### src/rtl/core/efc_pkg.sv
package efc_pkg;

    localparam int ThrottleW = 12;
    localparam int StepW     = 8;
    localparam int TicksW    = 16;
    localparam int LockW     = 8;
    localparam int CfgIdxW   = 3;
    localparam int CfgDataW  = 16;

    localparam logic [ThrottleW-1:0] MinThrottleRst = 12'd1000;
    localparam logic [ThrottleW-1:0] StartSpeedRst  = 12'd1060;
    localparam logic [ThrottleW-1:0] MaxThrottleRst = 12'd2000;
    localparam logic [StepW-1:0]     SpeedStepRst   = 8'd25;
    localparam logic [TicksW-1:0]    DebounceRst    = 16'd50;
    localparam logic [TicksW-1:0]    ArmRst         = 16'd3000;
    localparam logic [LockW-1:0]     LockoutRst     = 8'd5;

    localparam logic [CfgIdxW-1:0] REG_OFF_WIDTH      = 3'd0;
    localparam logic [CfgIdxW-1:0] REG_ON_WIDTH       = 3'd1;
    localparam logic [CfgIdxW-1:0] REG_TOP_WIDTH      = 3'd2;
    localparam logic [CfgIdxW-1:0] REG_DETENT_STEP    = 3'd3;
    localparam logic [CfgIdxW-1:0] REG_DEBOUNCE_TICKS = 3'd4;
    localparam logic [CfgIdxW-1:0] REG_ARM_TICKS      = 3'd5;
    localparam logic [CfgIdxW-1:0] REG_LOCKOUT_TICKS  = 3'd6;

    typedef struct packed {
        logic [ThrottleW-1:0] off_width;
        logic [ThrottleW-1:0] on_width;
        logic [ThrottleW-1:0] top_width;
        logic [StepW-1:0]     detent_step;
        logic [TicksW-1:0]    debounce_ticks;
        logic [TicksW-1:0]    arm_ticks;
        logic [LockW-1:0]     lockout_ticks;
    } efc_cfg_t;

    typedef struct packed {
        logic button_level;
        logic dir_level;
        logic encoder_edge;
    } efc_tick_t;

    typedef struct packed {
        logic                 pulse_update;
        logic                 armed;
        logic                 fan_on;
        logic [ThrottleW-1:0] throttle_us;
    } efc_result_t;

endpackage

### src/rtl/core/efc_cfg.sv
module efc_cfg (
    input  logic                          aclk,
    input  logic                          aresetn,
    input  logic                          cfg_wr_en,
    input  logic [efc_pkg::CfgIdxW-1:0]   cfg_index,
    input  logic [efc_pkg::CfgDataW-1:0]  cfg_wdata,
    output efc_pkg::efc_cfg_t             cfg
);
    import efc_pkg::*;

    efc_cfg_t cfg_reg;
    efc_cfg_t cfg_next;

    always_comb begin
        cfg_next = cfg_reg;
        if (cfg_wr_en) begin
            unique case (cfg_index)
                REG_OFF_WIDTH:      cfg_next.off_width      = cfg_wdata[ThrottleW-1:0];
                REG_ON_WIDTH:       cfg_next.on_width       = cfg_wdata[ThrottleW-1:0];
                REG_TOP_WIDTH:      cfg_next.top_width      = cfg_wdata[ThrottleW-1:0];
                REG_DETENT_STEP:    cfg_next.detent_step    = cfg_wdata[StepW-1:0];
                REG_DEBOUNCE_TICKS: cfg_next.debounce_ticks = cfg_wdata[TicksW-1:0];
                REG_ARM_TICKS:      cfg_next.arm_ticks      = cfg_wdata[TicksW-1:0];
                REG_LOCKOUT_TICKS:  cfg_next.lockout_ticks  = cfg_wdata[LockW-1:0];
                default:            cfg_next = cfg_reg;
            endcase
        end
    end

    always_ff @(posedge aclk) begin
        if (!aresetn) begin
            cfg_reg.off_width      <= MinThrottleRst;
            cfg_reg.on_width       <= StartSpeedRst;
            cfg_reg.top_width      <= MaxThrottleRst;
            cfg_reg.detent_step    <= SpeedStepRst;
            cfg_reg.debounce_ticks <= DebounceRst;
            cfg_reg.arm_ticks      <= ArmRst;
            cfg_reg.lockout_ticks  <= LockoutRst;
        end else begin
            cfg_reg <= cfg_next;
        end
    end

    assign cfg = cfg_reg;

endmodule

### src/rtl/core/efc_state.sv
module efc_state (
    input  logic                   aclk,
    input  logic                   aresetn,
    input  logic                   step_en,
    input  efc_pkg::efc_tick_t     tick,
    input  efc_pkg::efc_cfg_t      cfg,
    output efc_pkg::efc_result_t   result
);
    import efc_pkg::*;

    localparam int SumW = ThrottleW + 2;

    logic [TicksW-1:0]    arm_count_reg, arm_count_next;
    logic                 is_armed_reg, is_armed_next;
    logic [LockW-1:0]     quiet_reg, quiet_next;
    logic [TicksW-1:0]    stable_reg, stable_next;
    logic                 prev_raw_reg, prev_raw_next;
    logic                 deb_level_reg, deb_level_next;
    logic                 fan_reg, fan_next;
    logic [ThrottleW-1:0] target_reg, target_next;
    logic                 sent_valid_reg, sent_valid_next;
    logic [ThrottleW-1:0] sent_reg, sent_next;
    logic                 update;

    logic signed [SumW-1:0] sum;
    logic signed [SumW-1:0] lo_bound;
    logic signed [SumW-1:0] hi_bound;
    logic [ThrottleW-1:0]   clamped;

    always_comb begin
        if (tick.dir_level) begin
            sum = $signed({2'b00, target_reg}) - $signed({{(SumW-StepW){1'b0}}, cfg.detent_step});
        end else begin
            sum = $signed({2'b00, target_reg}) + $signed({{(SumW-StepW){1'b0}}, cfg.detent_step});
        end
        lo_bound = $signed({2'b00, cfg.on_width});
        hi_bound = $signed({2'b00, cfg.top_width});
        priority if (sum < lo_bound) begin
            clamped = cfg.on_width;
        end else if (sum > hi_bound) begin
            clamped = cfg.top_width;
        end else begin
            clamped = sum[ThrottleW-1:0];
        end
    end

    always_comb begin
        arm_count_next  = arm_count_reg;
        is_armed_next   = is_armed_reg;
        prev_raw_next   = prev_raw_reg;
        deb_level_next  = deb_level_reg;
        fan_next        = fan_reg;
        target_next     = target_reg;
        sent_valid_next = sent_valid_reg;
        sent_next       = sent_reg;
        update          = 1'b0;

        quiet_next  = (quiet_reg == {LockW{1'b1}}) ? quiet_reg : quiet_reg + 1'b1;
        stable_next = (stable_reg == {TicksW{1'b1}}) ? stable_reg : stable_reg + 1'b1;

        if (tick.encoder_edge && (quiet_next > cfg.lockout_ticks)) begin
            if (fan_reg) begin
                target_next = clamped;
            end
            quiet_next = '0;
        end

        if (!is_armed_reg) begin
            if (arm_count_reg != {TicksW{1'b1}}) begin
                arm_count_next = arm_count_reg + 1'b1;
            end
            if (arm_count_next >= cfg.arm_ticks) begin
                is_armed_next = 1'b1;
            end
        end else begin
            if (tick.button_level != prev_raw_reg) begin
                stable_next = '0;
            end
            if ((stable_next > cfg.debounce_ticks) && (tick.button_level != deb_level_reg)) begin
                deb_level_next = tick.button_level;
                if (!tick.button_level) begin
                    fan_next    = !fan_reg;
                    target_next = fan_reg ? cfg.off_width : cfg.on_width;
                end
            end
            prev_raw_next = tick.button_level;
            if (!sent_valid_reg || (sent_reg != target_next)) begin
                update          = 1'b1;
                sent_valid_next = 1'b1;
                sent_next       = target_next;
            end
        end
    end

    always_ff @(posedge aclk) begin
        if (!aresetn) begin
            arm_count_reg  <= '0;
            is_armed_reg   <= 1'b0;
            quiet_reg      <= '0;
            stable_reg     <= '0;
            prev_raw_reg   <= 1'b1;
            deb_level_reg  <= 1'b1;
            fan_reg        <= 1'b0;
            target_reg     <= MinThrottleRst;
            sent_valid_reg <= 1'b0;
        end else if (step_en) begin
            arm_count_reg  <= arm_count_next;
            is_armed_reg   <= is_armed_next;
            quiet_reg      <= quiet_next;
            stable_reg     <= stable_next;
            prev_raw_reg   <= prev_raw_next;
            deb_level_reg  <= deb_level_next;
            fan_reg        <= fan_next;
            target_reg     <= target_next;
            sent_valid_reg <= sent_valid_next;
        end
    end

    always_ff @(posedge aclk) begin
        if (step_en) begin
            sent_reg <= sent_next;
        end
    end

    assign result.throttle_us  = target_next;
    assign result.fan_on       = fan_next;
    assign result.armed        = is_armed_next;
    assign result.pulse_update = update;

    a_armed_sticky: assert property (@(posedge aclk) disable iff (!aresetn)
        is_armed_reg |=> is_armed_reg)
        else $error("armed flag dropped");

    a_fan_needs_arm: assert property (@(posedge aclk) disable iff (!aresetn)
        fan_reg |-> is_armed_reg)
        else $error("fan on while disarmed");

    a_sent_needs_arm: assert property (@(posedge aclk) disable iff (!aresetn)
        sent_valid_reg |-> is_armed_reg)
        else $error("pulse sent while disarmed");

endmodule

### src/rtl/core/encoder_fan_throttle_controller_unit.sv
// Channel  | Ports             | Word
// ---------+-------------------+----------------------------------------------
// tick in  | s_tvalid/s_tready | s_tdata: encoder_edge, dir_level, button_level
// result   | m_tvalid/m_tready | m_tdata: throttle_us, fan_on, armed, pulse_update
// config   | cfg_wr_en         | cfg_index selects the register, cfg_wdata value
//
// Each tick word passes an input register and then the state update into the
// output register.
// One word is accepted every cycle while the result side keeps up.
// A stalled result holds both stages; the input stage still takes a word if empty.
// Reset is synchronous on aresetn and sets defaults but for the data registers.
module encoder_fan_throttle_controller_unit (
    input  logic                          aclk,
    input  logic                          aresetn,
    input  logic                          s_tvalid,
    output logic                          s_tready,
    // bit 0 encoder_edge, bit 1 dir_level, bit 2 button_level, rest zero
    input  logic [7:0]                    s_tdata,
    output logic                          m_tvalid,
    input  logic                          m_tready,
    // bits 11:0 throttle_us, 12 fan_on, 13 armed, 14 pulse_update, 15 zero
    output logic [15:0]                   m_tdata,
    input  logic                          cfg_wr_en,
    input  logic [efc_pkg::CfgIdxW-1:0]   cfg_index,
    input  logic [efc_pkg::CfgDataW-1:0]  cfg_wdata
);
    import efc_pkg::*;

    efc_cfg_t    cfg;
    efc_tick_t   tick_reg;
    logic        tick_vld_reg;
    efc_result_t res_reg;
    efc_result_t res_next;
    logic        out_vld_reg;
    logic        advance;
    logic        s_accept;

    assign advance  = tick_vld_reg && (!out_vld_reg || m_tready);
    assign s_tready = !tick_vld_reg || advance;
    assign s_accept = s_tvalid && s_tready;

    efc_cfg u_cfg (
        .aclk      (aclk),
        .aresetn   (aresetn),
        .cfg_wr_en (cfg_wr_en),
        .cfg_index (cfg_index),
        .cfg_wdata (cfg_wdata),
        .cfg       (cfg)
    );

    efc_state u_state (
        .aclk    (aclk),
        .aresetn (aresetn),
        .step_en (advance),
        .tick    (tick_reg),
        .cfg     (cfg),
        .result  (res_next)
    );

    always_ff @(posedge aclk) begin
        if (!aresetn) begin
            tick_vld_reg <= 1'b0;
            out_vld_reg  <= 1'b0;
        end else begin
            if (s_accept) begin
                tick_vld_reg <= 1'b1;
            end else if (advance) begin
                tick_vld_reg <= 1'b0;
            end
            if (advance) begin
                out_vld_reg <= 1'b1;
            end else if (m_tready) begin
                out_vld_reg <= 1'b0;
            end
        end
    end

    always_ff @(posedge aclk) begin
        if (s_accept) begin
            tick_reg <= s_tdata[2:0];
        end
        if (advance) begin
            res_reg <= res_next;
        end
    end

    assign m_tvalid = out_vld_reg;
    assign m_tdata  = {1'b0, res_reg};

    a_update_armed: assert property (@(posedge aclk) disable iff (!aresetn)
        (m_tvalid && res_reg.pulse_update) |-> res_reg.armed)
        else $error("update flagged on a disarmed word");

    a_fan_armed: assert property (@(posedge aclk) disable iff (!aresetn)
        (m_tvalid && res_reg.fan_on) |-> res_reg.armed)
        else $error("fan on reported while disarmed");

    a_result_held: assert property (@(posedge aclk) disable iff (!aresetn)
        (m_tvalid && !m_tready) |=> (m_tvalid && $stable(m_tdata)))
        else $error("result word changed while stalled");

endmodule
### config.mk
export PLATFORM = sky130hd
export DESIGN_NAME = encoder_fan_throttle_controller_unit
export DESIGN_NICKNAME = d
export VERILOG_FILES = /design/src/rtl/core/efc_pkg.sv /design/src/rtl/core/efc_cfg.sv /design/src/rtl/core/efc_state.sv /design/src/rtl/core/encoder_fan_throttle_controller_unit.sv
export SDC_FILE = /design/constraint.sdc
export NUM_CORES = 1
export LEC_CHECK = 0
export BUFFER_PORTS_ARGS = -buffer_cell sky130_fd_sc_hd__buf_2
export CAP_MARGIN = 15
export CORE_AREA = 2 2 129 143
export CTS_BUF_LIST = sky130_fd_sc_hd__clkbuf_2
export DETAILED_ROUTE_END_ITERATION = 10
export DIE_AREA = 0 0 131 145
export HOLD_SLACK_MARGIN = 0.03
export PLACE_DENSITY = 0.9
export SLEW_MARGIN = 5
export SYNTH_ARGS = -nofsm -noshare
export SYNTH_HDL_FRONTEND = slang
export SYNTH_SLANG_ARGS = --single-unit
### constraint.sdc
create_clock -name aclk -period 6.2 [get_ports aclk]
set_input_delay 0.31 -clock aclk [delete_from_list [all_inputs] [get_ports aclk]]
set_output_delay 0.31 -clock aclk [all_outputs]
set_load 0.01 [all_outputs]
## Yosys cells after proc, flatten, opt, wreduce, memory -nomap -nowiden

Index checks and enable logic that the tools add are counted.

- Add/sub/neg operators: 5
- Reductions and logical operators: 25
- Eq/ne operators: 12
- $lt $le $gt $ge: 5
- Mux-type cells: 28
- Bitwise gates (word level): 1

Operators with widths:

| cell | count |
|---|---|
| 12-bit two-way mux | 9 |
| 16-bit two-way mux | 6 |
| 16-bit by 1-bit adder with 16-bit output, second input constant | 2 |
| 2-bit AND reduction | 9 |
| 16-bit equality test, second input constant | 1 |
| 16-bit greater-or-equal comparator | 1 |
| 16-bit greater-than comparator | 1 |
| 8-bit two-way mux | 2 |
| 16-bit != test, second input constant | 1 |
| 14-bit by 13-bit greater-than comparator with 1-bit output | 1 |
| 14-bit by 13-bit less-than comparator with 1-bit output | 1 |
| 14-bit two-way mux | 1 |
| 12-bit by 8-bit adder with 13-bit output | 1 |
| 12-bit by 8-bit subtractor with 13-bit output | 1 |
| 12-bit != test | 1 |
| 1-bit two-way mux | 10 |
| 3-bit equality test, second input constant | 3 |
| 8-bit by 1-bit adder with 8-bit output, second input constant | 1 |
| 8-bit equality test, second input constant | 1 |
| 8-bit greater-than comparator | 1 |
| 3-bit by 2-bit equality test with 1-bit output, second input constant | 2 |
| 3-bit AND reduction | 2 |
| 1-bit logical AND | 4 |
| 1-bit logical NOT | 4 |
| 6 further kinds | 10 |

- Flip-flop bits (word level): 173

## Longest topological paths before layout

Gate-level depths: netlist (run 1).

- Word-level depth: 13
- Mapped depth: 22
- Gate-level depth less buffers: 21

## Modules after synthesis

Synthesis (run 1) repeated with hierarchy kept, for this count alone.

- Cells, all modules: 1318
- Area, all modules: 11213.3 µm²

By module, submodules not included:

| module | area each (µm²) | cells each | times used | sequential area each (µm²) |
|---|---|---|---|---|
| efc_state | 7267.0 | 973 | 1 | 1501.4 |
| efc_cfg | 3290.7 | 316 | 1 | 1681.6 |
| encoder_fan_throttle_controller_unit | 655.6 | 29 | 1 | 580.6 |

## Least setup slack after synthesis (run 1)

No wires, ideal clock.

- Path type: reg-to-reg
- Start: register u_state.stable_reg[0]
- End: register u_state.sent_reg[0] (enable)
- Path slack: 0.922 ns
- Required time: 5.815 ns
- Arrival: 4.893 ns
- Library setup time: 0.385 ns
- Stages on the path, launching flop included: 23
- Cells stage by stage: dfxtp_1 ha_1 nand2_1 or3_1 or3_1 clkbuf_1 nand3_1 nor2_1 and4_1 xnor2_1 nor2_1 ha_1 nand4_1 nor2_1 o311ai_2 a31oi_2 inv_2 and3_1 a211oi_2 xor2_1 a2111oi_2 and4_1 a21oi_1

- Cells in the longest elaborated chain, start to end: 11
- Elaborated cells on any way between the ends: 12
- Classes of those cells: add/sub: 1; order compare: 1; eq/ne: 2; mux: 5; reduce/logical: 3

Ends and longest elaborated chain:

| what | RTL line | source |
|---|---|---|
| start: declaration | efc_state.sv:16 | `logic [TicksW-1:0] stable_reg, stable_next;` |
| start signal: assignment | efc_state.sv:110 | `stable_reg <= stable_next;` |
| 16-bit by 1-bit adder with 16-bit output / 16-bit equality test (equally long branches) | efc_state.sv:59 | `stable_next = (stable_reg == {TicksW{1'b1}}) ? stable_reg : stable_reg + 1'b1;` |
| 16-bit two-way mux * | efc_state.sv:59 |  |
| 16-bit two-way mux * | efc_state.sv:76 | `if (tick.button_level != prev_raw_reg) begin` |
| 16-bit two-way mux * | efc_state.sv:68 | `if (!is_armed_reg) begin` |
| 16-bit greater-than comparator * | efc_state.sv:79 | `if ((stable_next > cfg.debounce_ticks) && (tick.button_level != deb_level_reg)) begin` |
| 1-bit logical AND * | efc_state.sv:79 |  |
| 12-bit two-way mux * | efc_state.sv:79 |  |
| 12-bit two-way mux * | efc_state.sv:68 |  |
| 12-bit != test * | efc_state.sv:87 | `if (!sent_valid_reg \|\| (sent_reg != target_next)) begin` |
| 1-bit logical OR * | efc_state.sv:87 |  |
| 3-bit AND reduction (no line) * | -- |  |
| end signal: assignment | efc_state.sv:121 | `sent_reg <= sent_next;` |
| end: declaration | efc_state.sv:22 | `logic [ThrottleW-1:0] sent_reg, sent_next;` |

Every way passes the cells marked *; elsewhere a longest branch is shown, timed or not. The select of a mux whose other input is x is not followed.
A chain may end at the register's enable or synchronous reset.

## Worst setup path after layout (run 1)

- Start: register u_cfg.cfg_reg, in the netlist u_cfg.cfg[47]
- End: register u_state.sent_reg[5] (enable)

- Cells in the longest elaborated chain, start to end: 13
- Elaborated cells on any way between the ends: 15
- Classes of those cells: add/sub: 2; order compare: 2; eq/ne: 1; mux: 8; reduce/logical: 2

Ends and longest elaborated chain:

| what | RTL line | source |
|---|---|---|
| start: declaration | efc_cfg.sv:11 | `efc_cfg_t cfg_reg;` |
| start signal: assignment | efc_cfg.sv:40 | `cfg_reg <= cfg_next;` |
| 12-bit by 8-bit adder with 13-bit output / 12-bit by 8-bit subtractor with 13-bit output (equally long branches) | efc_state.sv:34, efc_state.sv:32 |  |
| 14-bit two-way mux * | efc_state.sv:31 | `if (tick.dir_level) begin` |
| 14-bit by 13-bit greater-than comparator with 1-bit output | efc_state.sv:40 | `end else if (sum > hi_bound) begin` |
| 12-bit two-way mux | efc_state.sv:40 |  |
| 12-bit two-way mux * | efc_state.sv:38 | `priority if (sum < lo_bound) begin` |
| 12-bit two-way mux * | efc_state.sv:62 | `if (fan_reg) begin` |
| 12-bit two-way mux * | efc_state.sv:61 | `if (tick.encoder_edge && (quiet_next > cfg.lockout_ticks)) begin` |
| 12-bit two-way mux | efc_state.sv:81 | `if (!tick.button_level) begin` |
| 12-bit two-way mux * | efc_state.sv:79 |  |
| 12-bit two-way mux * | efc_state.sv:68 |  |
| 12-bit != test * | efc_state.sv:87 |  |
| 1-bit logical OR * | efc_state.sv:87 |  |
| 3-bit AND reduction (no line) * | -- |  |

Marks and branches as above.

==> results of run 1 <==
## worst max path at each step
stage / slack, ns / to / start / cells after the start
floorplan: 0.92 / u_state.sent_reg[0] / u_state.stable_reg[0] / 22
global placement: 0.39 / u_state.sent_reg[10] / u_state.stable_reg[0] / 20
detailed placement: 0.32 / u_state.sent_reg[10] / u_state.stable_reg[0] / 20
CTS: 0.30 / u_state.sent_reg[5] / u_cfg.cfg[47] / 21
global route: 0.04 / u_state.sent_reg[5] / u_state.target_reg[3] / 19
finish: 0.46 / u_state.sent_reg[5] / u_cfg.cfg[47] / 22
## kinds of logic (layout without fill, tap and decap cells)
family                     count (synthesis)  after routing  synth area share (%)
and+or+nand+nor                          534            534                  22.5
AOI/OAI and AO/OA                        309            309                  20.0
DFF                                      173            173                  34.1
buffers and inverters                    149            222                  5.36
adders and majority gates                 84             84                  9.65
xor gates and xnor gates                  60             60                  4.76
muxes                                     39             39                  3.65
other                                      1              2                0.0340
## where the power goes
| group | switching [mW] | internal (mW) |
|---|---|---|
| clock | 0.409 | 0.144 |
| sequential | 0.0215 | 1.17 |
| combinational | 0.226 | 0.150 |
| total | 0.656 | 1.46 |
## placed cells by master, fill, tap and decap left out, drive strengths merged, types with 5 or more instances in the layout
| cell | netlist | final |
|---|---|---|
| nand2 | 260 | 260 |
| dfxtp | 143 | 143 |
| inv | 84 | 88 |
| ha | 82 | 82 |
| nor2 | 80 | 80 |
| buf | 18 | 77 |
| a21boi | 65 | 65 |
| a21oi | 59 | 59 |
| o21ai | 47 | 47 |
| xnor2 | 41 | 41 |
| nand3 | 39 | 39 |
| nor2b | 32 | 32 |
| mux2i | 32 | 32 |
| o211ai | 31 | 31 |
| edfxtp | 30 | 30 |
| dlygate4sd3 | 0 | 28 |
| nand4 | 24 | 24 |
| and2 | 20 | 20 |
| xor2 | 19 | 19 |
| a21o | 19 | 19 |
| nand2b | 18 | 18 |
| nor3 | 18 | 18 |
| clkbuf | 46 | 17 |
| and3 | 11 | 11 |
| a211oi | 11 | 11 |
| clkinv | 1 | 10 |
| o21a | 9 | 9 |
| a31oi | 9 | 9 |
| nor3b | 7 | 7 |
| mux2 | 7 | 7 |
| or3 | 7 | 7 |
| o311ai | 7 | 7 |
| nor4 | 6 | 6 |
| a22oi | 6 | 6 |
| o31ai | 5 | 5 |
## worst register-to-register path, cell delays in order (launching register included)
cell       delay, ns
dfxtp_1         0.39
inv_1           0.05
ha_1            0.36
nor3b_1         0.42
nand2_1         0.11
a221o_1         0.31
nand2_1         0.09
a32oi_1         0.11
xnor2_1         0.32
ha_1            0.32
a21o_1          0.20
a211oi_1        0.18
o21ai_0         0.15
o21a_1          0.29
nor2_2          0.19
buf_4           0.16
mux2i_1         0.43
o211ai_1        0.22
xor2_1          0.19
a2111oi_2       0.05
and4_1          0.17
a21oi_1         0.49
buf_4           0.28
## stage by stage
stage / hold WS (ns) / setup WS, ns / instances / utilization, % / cell area [um2]
floorplan: 0.409 / 0.922 / 1349 / - / 11000
global placement: 0.451 / 0.388 / 1598 / 65.8 / 11500
detailed placement: 0.457 / 0.322 / 1598 / 65.8 / 11500
CTS: 0.0418 / 0.296 / 1658 / 68.6 / 12000
global route: 0.0599 / 0.0379 / 1661 / 68.7 / 12000
finish: 0.0821 / 0.461 / 1661 / 68.7 / 12000
## timing repair
action | 4_1_cts | 5_1_grt
gates resized for setup | 0 | 0
hold endpoints to repair | 113 | 0
hold buffers | 28 | 0
## final cells by class
type                    count  area, um2
multi-input cells        1027       6690
fillers                  1427       5500
inverters                  85        319
repair buffers            105        766
well taps                 238        298
diodes                      1       2.50
flip-flops and latches    173       3760
clock inverters            15        121
clock buffers              17       85.1
## metal layers
layer / vias to the layer above / GRT usage, % / wire (um)
met1: 4725 / 38.4 / 11700
met5: - / 0 / 0
li1: 4830 / - / -
met4: 0 / 17.0 / 1740
met2: 377 / 52.1 / 13900
met3: 103 / 5.27 / 1660
==> results.md, run 1 <==
| Stage | Metric | This run |
| --- | --- | --- |
| logic synthesis | Count of different cell masters after synthesis | 82 |
| min path | HP Class | input pin to register |
| sta | Max-slew headroom at the worst pin | 31.3% |
| layout | Net total in the final layout | 1525 |
| logic synthesis | Post-synth top area share | 25.9% |
| power and ir drop | Power per standard cell area | 176 nW/um2 |
| floorplan | Ports | 50 |
| min path | Hold Startpoint | cfg_index[1] |
| min path | Min-Delay Endpoint | u_cfg.cfg[53] |
| logic synthesis | Average cell area after synthesis | 8.19 um2 |
| sta | Total count of max-transition violations in the final report | 0 |
| setup path | Type of the worst setup path | register to register |
| layout | Largest register FFs | 84 |
| global route | Pin count of the biggest net entering global routing | 115 |
| logic synthesis | Count of yosys warnings during synthesis | 0 |
| placement | Global placer's final weighted congestion | 1.04 |
| clocking | Clock tree from TritonCTS | done |
| sta | Period utilisation layout | 92.6% |
| setup path | Buffers plus inverters on the worst setup path | 3 |
| logic synthesis | Leading cell types by total area after synthesis | dfxtp_1 (26%), ha_1 (9.3%), nand2_1 (8.8%), edfxtp_1 (8.2%), a21boi_0 (4.4%) |
| routing | Total via count in the routed design | 10000 |
| clocking | Register clock-pin slew on the reported worst setup and hold paths | 0.23 ns |
| logic synthesis | Fraction of registers with async set/reset | 0% |
| placement | Final HPWL DP | 21.0 mm |
| floorplan | Die W | 131 um |
| routing | DR iter-0 viols | 690 |
| clocking | Root buffer cell | clkbuf_2 |
| routing | Antenna-violating nets left | 0 |
| setup path | Endpoint of the lowest-slack register-to-register path | u_state.sent_reg[5] |
| setup path | Element type at the critical path end | register |
| logic synthesis | Synthesized flop and latch total | 173 |
| clocking | Number of CTS-inserted buffers | 17 |
| clocking | Post-CTS Setup Repair Bufs | 0 |
| global route | Antenna violations before repair | 1 |
| logic synthesis | Post-synthesis sequential area ratio | 34.1% |
| clocking | H-tree depth | 4 |
| setup path | Slowest CP cell | a21oi_1 |
| routing | Routed wirelength normalized by instance count | 17.4 um |
| floorplan | Die Y | 145 um |
| logic synthesis | Count of flip-flops with a built-in enable after synthesis | 30 |
| routing | Final wirelength | 29.0 mm |
| sta | Final count of hold timing violations | 0 |
| power and ir drop | Overall power of the completed layout | 2.12 mW |
| setup path | Req. time, crit path | 6.70 ns |
| sta | Highest attainable clock frequency | 174 MHz |
| sta | Final setup violation count | 0 |
| flow run | Max-cap violations | 0 |
| floorplan | Number of rows in the core area | 51 |
| global route | First-pass GRT wire length | 47.0 mm |
| floorplan | Die footprint | 19000 um2 |
| setup path | Maximum fanout along the worst path | 7 |
| placement | Count of input and output buffers | 43 |
| logic synthesis | Synth Cell Area | 11000 um2 |
| sta | Final-layout setup total negative slack | 0 ns |
| routing | Via density per instance | 6.04 |
| setup path | Setup slack of the most critical reg-to-reg path | 0.46 ns |
| power and ir drop | Maximum resistive drop on vdd | 0.131 mV |
| floorplan | Total core area | 17500 um2 |
| setup path | Top cell family by delay on the critical path | compound AO/OA/AOI/OAI gates |
| sta | Setup skew after layout | 0.0288 ns |
| logic synthesis | Leading post-synthesis cells by instance count | nand2_1 (260), dfxtp_1 (143), ha_1 (82), inv_1 (82), nor2_1 (77) |
| setup path | Worst r2r path cells | 22 |
| routing | Remaining design rule violation count | 0 |
| floorplan | Effective utilization at floorplan | 62.9% |
| min path | Number of instances on the worst hold path | 4 |
| global route | Total global routing track utilization | 31.5% |
| global route | Total gr overflow | 0 |
| logic synthesis | Post-synth top area cell | dfxtp_1 |
| logic synthesis | Most frequent cell after synthesis | nand2_1 |
| run status | Status | complete, no violations |
| routing | Detailed-routing iteration count for the pre-antenna-repair pass | 6 |
| setup path | R2r startpoint | u_cfg.cfg[47] |
| layout | Share of post-route cells with drive strength above 1 | 9.77% |
| sta | Unrepaired setup endpoints after global routing | false |
| clocking | CTS sink cnt | 173 |
| setup path | CP arrival | 6.24 ns |
| power and ir drop | Static leakage | 4.90 nW |
| logic synthesis | Gate count after technology mapping | 1349 |
| layout | Synthesis-to-finish area growth | 9.10% |
| sta | Slew @ Worst Pin | 1.03 ns |
| sta | Final Critical Period | 5.74 ns |
| setup path | Kind of start point of the critical path | register |
| logic synthesis | Syn nets | 1465 |
| clocking | Insertion delay to the later sink of the worst-skew pair | 0.77 ns |
| clocking | Max clock buf depth | 2 |
| global route | Number of global-route vias before repair | 9639 |
| setup path | Critical path's largest stage delay | 0.49 ns |
| setup path | Ordered list of cells on the worst path | inv_1 -> ha_1 -> nor3b_1 -> nand2_1 -> a221o_1 -> nand2_1 -> a32oi_1 -> xnor2_1 -> ha_1 -> a21o_1 -> a211oi_1 -> o21ai_0 -> o21a_1 -> nor2_2 -> buf_4 -> mux2i_1 -> o211ai_1 -> xor2_1 -> a2111oi_2 -> and4_1 -> a21oi_1 -> buf_4 |
| logic synthesis | Most frequently used flop master after synthesis | dfxtp_1 |
No activity file was read; power rests on OpenSTA's default activity.
==> inputs of run 2 (changes only) <==
- CORE_AREA: 2 2 129 143 -> 2 2 153 170
- DIE_AREA: 0 0 131 145 -> 0 0 155 172
- PLACE_DENSITY: 0.9 -> 0.7
- clock period: 6.2 -> 5.6 ns (I/O delays scaled with it)
==> run 2 against run 1 <==
  * Flip-flop and latch count stayed put
  * Final cell count is 5.2% higher
  * Global-route usage fell by 8.9 points
  * Clock power up 32%
  * Worst setup slack worse by 0.17 ns
  * Maximum frequency grew 8.0%
  * Clock skew increased by 0.012 ns
  * Largest power group unchanged
  * Highest routed layer unchanged
==> results.md, run 2 (same netlist as run 1, synthesis figures left out) <==
| Stage | Metric | This run |
| --- | --- | --- |
| layout | Net total in the final layout | 1534 |
| floorplan | Die footprint | 26700 um2 |
| routing | Detailed-routing iteration count for the pre-antenna-repair pass | 6 |
| sta | Slack of the critical path | 0.286 ns |
| global route | Number of global-route vias before repair | 9155 |
| global route | Total gr overflow | 0 |
| clocking | Register clock-pin slew on the reported worst setup and hold paths | 0.27 ns |
| global route | Total global routing track utilization | 22.5% |
| clocking | Number of CTS-inserted buffers | 17 |
| layout | Most common cell after layout, fill and taps aside | nand2_1 |
| sta | Unrepaired setup endpoints after global routing | false |
| power and ir drop | Proportion of power drawn by flip-flops and latches | 53.2% |
| routing | Via density per instance | 5.53 |
| sta | Period utilisation layout | 94.9% |
| sta | Setup skew after layout | 0.0408 ns |
| power and ir drop | P_int | 1.73 mW |
| clocking | Insertion delay to the later sink of the worst-skew pair | 0.79 ns |
| floorplan | Die W | 155 um |
| clocking | Max clock buf depth | 2 |
| power and ir drop | Static leakage | 5.02 nW |
| layout | Most used cells in the layout excluding fill and tap cells | nand2_1 (260), dfxtp_1 (139), inv_1 (82), ha_1 (82), nor2_1 (76) |
| placement | Minimum setup slack after placement | 0.124 ns |
| clocking | Root buffer cell | clkbuf_2 |
| floorplan | Effective utilization at floorplan | 44.3% |
| sta | Highest attainable clock frequency | 188 MHz |
| routing | Routed met3 length | 896 um |
| run status | Status | complete, no violations |
| setup path | Setup slack of the most critical reg-to-reg path | 0.29 ns |
| routing | Metal1 wirelength | 13.1 mm |
| power and ir drop | Net Sw Frac | 30.4% |
| setup path | Kind of start point of the critical path | register |
| sta | Final Critical Period | 5.31 ns |
| placement | Final HPWL DP | 22.2 mm |
| clocking | Clock tree from TritonCTS | done |
| min path | HP Class | input pin to register |
| clocking | CTS sink cnt | 173 |
| setup path | Worst r2r path cells | 20 |
| setup path | Req. time, crit path | 6.19 ns |
| power and ir drop | Power per standard cell area | 201 nW/um2 |
| min path | Hold Startpoint | s_tdata[0] |
| setup path | Critical path capture point | u_state.sent_reg[0] |
| flow run | Max-cap violations | 0 |
| setup path | Maximum fanout along the worst path | 11 |
| routing | DR iter-0 viols | 519 |
| setup path | Start point of the critical path | u_state.target_reg[2] |
| power and ir drop | Share of total power in the clock network | 29.5% |
| layout | Synthesis-to-finish area growth | 11.8% |
| sta | Hold_ws | 0.228 ns |
| setup path | Type of the worst setup path | register to register |
| sta | Final-layout setup total negative slack | 0 ns |
| sta | Total count of max-transition violations in the final report | 0 |
| global route | First-pass GRT wire length | 47.3 mm |
| sta | Final setup violation count | 0 |
| routing | Final wirelength | 29.4 mm |
| power and ir drop | Maximum resistive drop on vdd | 0.123 mV |
| layout | Number of inserted filler cells in the final layout | 2414 |
| sta | Final count of hold timing violations | 0 |
| routing | Remaining design rule violation count | 0 |
| layout | Final non-filler cell area | 12300 um2 |
| layout | Largest register FFs | 84 |
| placement | Count of input and output buffers | 43 |
| floorplan | Die Y | 172 um |
| placement | Global placer's final weighted congestion | 0.925 |
| setup path | Element type at the critical path end | register |
| floorplan | Number of rows in the core area | 61 |
| clocking | Post-CTS Setup Repair Bufs | 0 |
| power and ir drop | Combinational share of power | 17.4% |
| sta | Max-slew headroom at the worst pin | 31.0% |
| global route | Antenna violations before repair | 1 |
| power and ir drop | Sw power | 755 uW |
| setup path | CP arrival | 5.90 ns |
| setup path | Endpoint of the lowest-slack register-to-register path | u_state.sent_reg[0] |
| floorplan | Total core area | 25000 um2 |
| layout | Share of post-route cells with drive strength above 1 | 11.2% |
| routing | Routed wirelength normalized by instance count | 16.8 um |
| routing | Total via count in the routed design | 9662 |
| clocking | H-tree depth | 4 |
| routing | Top Layer Used | met4 |
| routing | Antenna-violating nets left | 0 |
| placement | Dpl cell area | 11700 um2 |
| routing | Wire length on met2 | 14.0 mm |
| setup path | R2r startpoint | u_state.target_reg[2] |
| floorplan | Ports | 50 |
| sta | Slew @ Worst Pin | 1.03 ns |
| global route | Pin count of the biggest net entering global routing | 78 |
[run 2: changes by cell type in the layout (fill, tap and decap cells not counted), moves of 2 or more]
cell | previous run | this run
buf_4 | 34 | 41
dfxtp_1 | 143 | 139
dfxtp_2 | 0 | 4
clkinv_1 | 4 | 1
dlygate4sd3_1 | 28 | 31
xnor2_1 | 41 | 38
xnor2_2 | 0 | 3
bufinv_16 | 1 | 3
clkinv_4 | 4 | 2
inv_6 | 2 | 4
[run 2: how the worst min path moves through the flow]
stage / end / slack, ns / cells past startpoint
floorplan: tick_reg[0] / 0.38 / 0
detailed placement: u_cfg.cfg[78] / 0.46 / 2
global placement: u_cfg.cfg[80] / 0.45 / 2
global route: tick_reg[0] / 0.16 / 2
finish: tick_reg[0] / 0.23 / 2
CTS: tick_reg[0] / 0.19 / 2
[run 2: cell type report]
cell class                 instances  area, um2  area share (%)
multi-input combinational       1027       6770            54.8
clock buffer                      17       85.1           0.689
tap                              315        394            3.19
clock inverter                    15        183            1.48
inverter                          85        319            2.58
timing repair buffer             114        828            6.71
antenna                            1       2.50          0.0203
sequential                       173       3770            30.5
[run 2: worst max-delay path: stages (launching register included)]
cell       delay [ns]
dfxtp_1          0.58
ha_1             0.40
nor3_1           0.20
o21ai_0          0.14
a211o_1          0.32
a32oi_1          0.25
xnor2_2          0.21
ha_1             0.30
and3_1           0.17
a221oi_2         0.27
o211ai_1         0.18
a221oi_2         0.34
a21oi_1          0.11
buf_4            0.19
and3_1           0.18
a211oi_2         0.29
xor2_1           0.12
a2111oi_2        0.32
and4_1           0.25
a21oi_1          0.09
buf_4            0.19
[run 2: metrics by stage]
step	utilization [%]	power [mW]	cells
CTS	49.1	2.49	1745
floorplan	-	1.61	1349
detailed placement	46.8	1.75	1682
finish	49.5	2.48	1747
global route	49.5	2.61	1747
global placement	46.8	1.74	1682
[run 2: power by group through the flow]
stage	Sequential [mW]	Clock, mW	Combinational [mW]
5_1_grt	1.33	0.807	0.479
4_1_cts	1.32	0.749	0.422
3_5_place_dp	1.34	0	0.403
2_1_floorplan	1.34	0	0.271
6_report	1.32	0.732	0.431
3_3_place_gp	1.34	0	0.398
[run 2: repair_timing]
action | CTS | global route
endpoints found under the setup margin | 0 | 13
resized for setup | 0 | 16
hold buffers | 31 | 0
endpoints found under the hold margin | 119 | 0
[run 2: per-layer routing]
metal  vias up  GRT usage [%]
li1       4849              -
met1      4536           27.6
met2       217           39.3
met3        60           3.01
met4         0           10.5
met5         -              0
